--- config.mk ---
export PLATFORM = sky130hd
export DESIGN_NAME = ipra_ctrl
export DESIGN_NICKNAME = d
export VERILOG_FILES = /design/src/rtl/ipra_pkg.sv /design/src/rtl/ipra_ctrl.sv
export SDC_FILE = /design/constraint.sdc
export NUM_CORES = 1
export LEC_CHECK = 0
export BUFFER_PORTS_ARGS = -buffer_cell sky130_fd_sc_hd__buf_2
export CORE_AREA = 2 2 39 41
export CTS_CLUSTER_SIZE = 20
export DETAILED_ROUTE_END_ITERATION = 10
export DIE_AREA = 0 0 41 43
export HOLD_SLACK_MARGIN = 0.15
export PLACE_DENSITY_LB_ADDON = 0.05
export REMOVE_ABC_BUFFERS = 1
export SYNTH_ARGS = -nofsm -noshare
export SYNTH_HDL_FRONTEND = slang
export SYNTH_SLANG_ARGS = --single-unit
--- constraint.sdc ---
create_clock -name clk -period 1.6 [get_ports clk]
set_clock_uncertainty 0.1 [all_clocks]
set_input_delay 0.08 -clock clk [delete_from_list [all_inputs] [get_ports clk]]
set_output_delay 0.08 -clock clk [all_outputs]
set_load 0.01 [all_outputs]
--- src/rtl/ipra_pkg.sv ---
`timescale 1ns / 1ps
// ----------------------------------------------------------------------------
// ipra_pkg
// Shared sizes, codes and controller/datapath interface types of the
// sorted IPv4 range allow table.
// ----------------------------------------------------------------------------
package ipra_pkg;

  localparam int TABLE_DEPTH = 1024;
  localparam int IDX_W       = $clog2(TABLE_DEPTH);
  localparam int CNT_W       = $clog2(TABLE_DEPTH + 1);
  localparam int ADDR_W      = 32;
  localparam int ENTRY_W     = 2 * ADDR_W;

  localparam logic OP_INSERT = 1'b0;
  localparam logic OP_LOOKUP = 1'b1;

  localparam logic [1:0] STAT_INSERTED  = 2'd0;
  localparam logic [1:0] STAT_WIDENED   = 2'd1;
  localparam logic [1:0] STAT_UNCHANGED = 2'd2;
  localparam logic [1:0] STAT_FULL      = 2'd3;

  typedef struct packed {
    logic load;
    logic rd_mid;
    logic eval;
    logic mark_full;
    logic sh_init;
    logic sh_step;
    logic place;
    logic out_load;
  } ipra_cmd_t;

  typedef struct packed {
    logic is_lookup;
    logic search_open;
    logic hit;
    logic full;
    logic need_shift;
    logic shift_last;
  } ipra_sts_t;

endpackage

--- src/rtl/ipra_ctrl.sv ---
`timescale 1ns / 1ps
// ----------------------------------------------------------------------------
// ipra_ctrl
// Sequencer of the range table: binary search, shift-up for a new entry,
// and the output handshake.
// ----------------------------------------------------------------------------
module ipra_ctrl (
  input  logic               clk,
  input  logic               rst_n,
  input  logic               in_valid,
  output logic               in_ready,
  output logic               out_valid,
  input  logic               out_ready,
  output ipra_pkg::ipra_cmd_t cmd_o,
  input  ipra_pkg::ipra_sts_t sts_i
);
  import ipra_pkg::*;

  typedef enum logic [6:0] {
    S_IDLE     = 7'b0000001,
    S_PROBE    = 7'b0000010,
    S_EVAL     = 7'b0000100,
    S_SH_PRIME = 7'b0001000,
    S_SHIFT    = 7'b0010000,
    S_PLACE    = 7'b0100000,
    S_DONE     = 7'b1000000
  } state_t;

  state_t state_r, state_nxt;
  logic   out_valid_r, out_valid_nxt;
  logic   out_free;

  assign out_free  = !out_valid_r || out_ready;
  assign out_valid = out_valid_r;

  always_comb begin
    state_nxt     = state_r;
    cmd_o         = '0;
    in_ready      = 1'b0;
    out_valid_nxt = (out_valid_r && out_ready) ? 1'b0 : out_valid_r;
    unique case (state_r)
      S_IDLE: begin
        in_ready = 1'b1;
        if (in_valid) begin
          cmd_o.load = 1'b1;
          state_nxt  = S_PROBE;
        end
      end
      S_PROBE: begin
        priority if (sts_i.search_open) begin
          cmd_o.rd_mid = 1'b1;
          state_nxt    = S_EVAL;
        end else if (sts_i.is_lookup) begin
          state_nxt = S_DONE;
        end else if (sts_i.full) begin
          cmd_o.mark_full = 1'b1;
          state_nxt       = S_DONE;
        end else if (sts_i.need_shift) begin
          state_nxt = S_SH_PRIME;
        end else begin
          state_nxt = S_PLACE;
        end
      end
      S_EVAL: begin
        cmd_o.eval = 1'b1;
        state_nxt  = sts_i.hit ? S_DONE : S_PROBE;
      end
      S_SH_PRIME: begin
        cmd_o.sh_init = 1'b1;
        state_nxt     = S_SHIFT;
      end
      S_SHIFT: begin
        cmd_o.sh_step = 1'b1;
        if (sts_i.shift_last) begin
          state_nxt = S_PLACE;
        end
      end
      S_PLACE: begin
        cmd_o.place = 1'b1;
        state_nxt   = S_DONE;
      end
      S_DONE: begin
        if (out_free) begin
          cmd_o.out_load = 1'b1;
          out_valid_nxt  = 1'b1;
          state_nxt      = S_IDLE;
        end
      end
      default: begin
        state_nxt = S_IDLE;
      end
    endcase
  end

  always_ff @(posedge clk) begin
    if (!rst_n) begin
      state_r     <= S_IDLE;
      out_valid_r <= 1'b0;
    end else begin
      state_r     <= state_nxt;
      out_valid_r <= out_valid_nxt;
    end
  end

  a_accept_starts_search: assert property (@(posedge clk) disable iff (!rst_n)
    (in_valid && in_ready) |=> (state_r == S_PROBE))
    else $error("accepted transaction did not start a search");

  a_done_waits_for_slot: assert property (@(posedge clk) disable iff (!rst_n)
    (state_r == S_DONE && !out_free) |=> (state_r == S_DONE && out_valid_r))
    else $error("result left while the output slot was busy");

endmodule

==> impl_results.md <==
- Outcome: complete, no violations
- Critical Path Sink Type: output pin
- Worst r2r dst: state_r[3]
- DR vias: 628
- Routed Antenna Nets: 0
- Hold slack final: 0.161 ns
- Number of global-route vias before repair: 570
- Final wirelength: 1540 µm
- Final Hold Viols: 0
- Cts bufs inserted: 3
- Mapped Area: 557 µm²
- Core area: 0.00138 mm²
- Router iterations before antenna repair: 4
- Worst endpoint data arrival time: 1.39 ns
- H-tree depth: 1
- Crit-path max cell delay: 0.38 ns
- Synthesized instance count: 67
- Final Non-Filler Cells: between 100 and 150
- Synth warnings: 0
- Setup Viol. Count Final: 0
- Critical Path Start: state_r[4]
- Fraction of layout cells with a size suffix above 1: 0.433
- Placed insts: 103
- Global-route wire length before repair: ~2400 µm
- Clk sinks: 8
- Iteration-0 DRC count of the detailed router: 9
- N_diodes: 0
- Start point of the worst hold path: sts_i[0]
- Startpoint types: flip-flop
- Hold crit path type: in -> reg
- Largest family of logic cells by synthesized area: simple AND/OR/NAND/NOR gates
- Sequential area share after synthesis: 0.288
- R2R Path Start: state_r[3]
- Die area: 0.00176 mm²
- Synth Area in Compound Gates: 0.153
- Final Core Density: 0.589
- Post-synthesis xor/xnor area fraction: 0.0157
- Die H: 43 µm
- Crit path buf inv count: 2
- Site Rows: 14
- Pre-CTS setup slack: 0.0586 ns
- I/O pins: 20
- Clock transition at path regs: about 0.060 ns
- Simple-Gate Fraction of Synth Area: 0.494
- Clk_lat worst skew: 0.26 ns
- CP Data Required Time: around 1.4 ns
- Slew of the pin with the lowest slew margin: 0.332 ns
- Critical path class: reg -> out
- RSZ-0062 raised after global routing: true
- Hold path cells: 4
- Starting Density: 0.402
- Adder-Cell Fraction of Synth Area: 0
- GRT Residual Overflow: 0
- Area delta synth->final: 46.3%
- Setup WS post-layout: ~0.032 ns
- CTS tree: built
- Crit Path Max Fanout: 8
- Max Cap Viol: 0
- Syn Area/Cell: 8.31 µm²
- Crit-path cells: nor3_4 > buf_4 > nand3_1 > nor2_1 > buf_2
- Leakage power: between 0.3 and 0.4 nW
- Vias per cell: 5.56
- Max clock buf depth: 2
- Fmax achieved: between 600 and 700 MHz
- Worst R2R Setup Slack: around 0.10 ns
- Peak VDD IR: 0.371 mV
- PortBufs: 19
- Worst slew margin: 0.779
- Kind of cell adding the most delay to the critical path: simple AND/OR/NAND/NOR gates
- GRT Util Overall: 0.210
- Final Critical Period: between 1.5 and 2 ns
- Unique masters post-synth: 30
- Cells on worst reg2reg path: 4
- Setup TNS: 0 ns
- Fin. max-slew vios: 0
- Initial antenna violation count: 0
- Slowest cell on crit path: dfxtp_4
- Seq cells post-synth: 8
- Drt wl/cell: approximately 14 µm
- Power per cell area: about 610 mW/mm²
- Root Buffer: clkbuf_4
- Final worst-path cycle share: 0.980
- Largest net degree at the start of global routing: 9
- DRC viols: 0
- Mux cell area share after synthesis: 0
- Die Wd: 41 µm
- Final GP Congestion: 0.814
- Endpoint, Worst Hold: state_r[0]
- DP Wirelength: 1070 µm
- Final net count: 109
## cell usage after synthesis, drive strengths merged
master / instances / area (µm²)
a21oi: 2 / 10.0
a31o: 1 / 8.76
a31oi: 2 / 12.5
and2: 2 / 13.8
and3: 3 / 18.8
and4b: 3 / 32.5
buf: 1 / 20.0
dfxtp: 8 / 160
inv: 2 / 7.51
nand2: 3 / 11.3
nand2b: 1 / 6.26
nand3: 3 / 15.0
nand4: 1 / 6.26
nand4b: 1 / 8.76
nor2: 9 / 33.8
nor2b: 6 / 37.5
nor3: 4 / 36.3
nor3b: 3 / 27.5
nor4: 2 / 12.5
nor4b: 1 / 15.0
o21a: 3 / 22.5
o21ai: 3 / 15.0
o2bb2ai: 1 / 8.76
o31ai: 1 / 7.51
xor2: 1 / 8.76
## cell families after synthesis
family	Yosys count
simple gates	42
compound gates	13
flops	8
buf+inv	3
xor+xnor	1
## registers in the layout (all words and copies together) (netlist names)
register,flops
state_r,7
out_valid,1
## worst max-delay path by stage
stage                      end  slack [ns]  cells after the start
CTS                   cmd_o[4]        0.01                      5
finish                cmd_o[0]        0.03                      5
floorplan           state_r[3]        0.22                      4
detailed placement  state_r[3]        0.06                      4
global placement    state_r[3]        0.11                      4
global route          cmd_o[7]       -0.06                      4
## cell type report
| class | count | area, µm² |
|---|---|---|
| timing repair buffer | 28 | 186 |
| clock buffer | 3 | 22.5 |
| sequential | 8 | 168 |
| fill | 129 | 569 |
| tap | 16 | 20.0 |
| multi-input combinational | 56 | 410 |
| inverter | 2 | 7.51 |
## cells in the final DEF (no fill, tap or decap), types with 2 or more instances in the layout
cell	synthesis	routed
nor2_4	0	2
buf_2	0	18
and3_1	3	3
dlygate4sd3_1	0	7
nand2_1	3	3
a21oi_1	2	2
nor3_2	1	2
a31oi_1	2	2
buf_4	0	2
nor3b_2	1	3
clkbuf_4	0	3
nand3_1	3	2
dfxtp_2	0	3
nor2b_1	6	6
dfxtp_1	8	4
inv_1	2	2
nor2_1	9	7
o21a_1	3	3
and4b_2	2	2
o21ai_0	3	3
## worst min-delay path, delay by kind of cell
family / cells / cell delay, ns
buffers and inverters: 1 / 0.08
AO/OA/AOI/OAI: 2 / 0.21
AND/OR/NAND/NOR: 1 / 0.10
## metrics by stage
step	total power, mW	cell area, µm²
6_report	0.499	815
5_1_grt	0.534	815
4_1_cts	0.498	800
3_5_place_dp	0.319	667
3_3_place_gp	0.319	667
2_1_floorplan	0.276	537
## repair_timing
action | CTS | global route
hold buffers | 7 | 0
pin swaps | 1 | 4
gates resized for setup | 9 | 6
setup buffers | 1 | 0
hold endpoints to repair | 7 | 0
setup endpoints to repair | 5 | 9
## metal layers
metal	share of wire	global-route usage	vias to the layer above
met5	0	0	-
met4	0.016	0.120	0
met3	0.068	0.0471	4
met2	0.51	0.347	28
met1	0.41	0.231	285
li1	-	-	311
## power breakdown
group	switching [mW]	leakage (nW)	internal [mW]
registers	0.0144	0.0662	0.206
clock network	0.0720	0.0138	0.0861
logic	0.0536	0.293	0.0667
total	0.140	0.373	0.359
No activity file was read; power rests on OpenSTA's default activity.
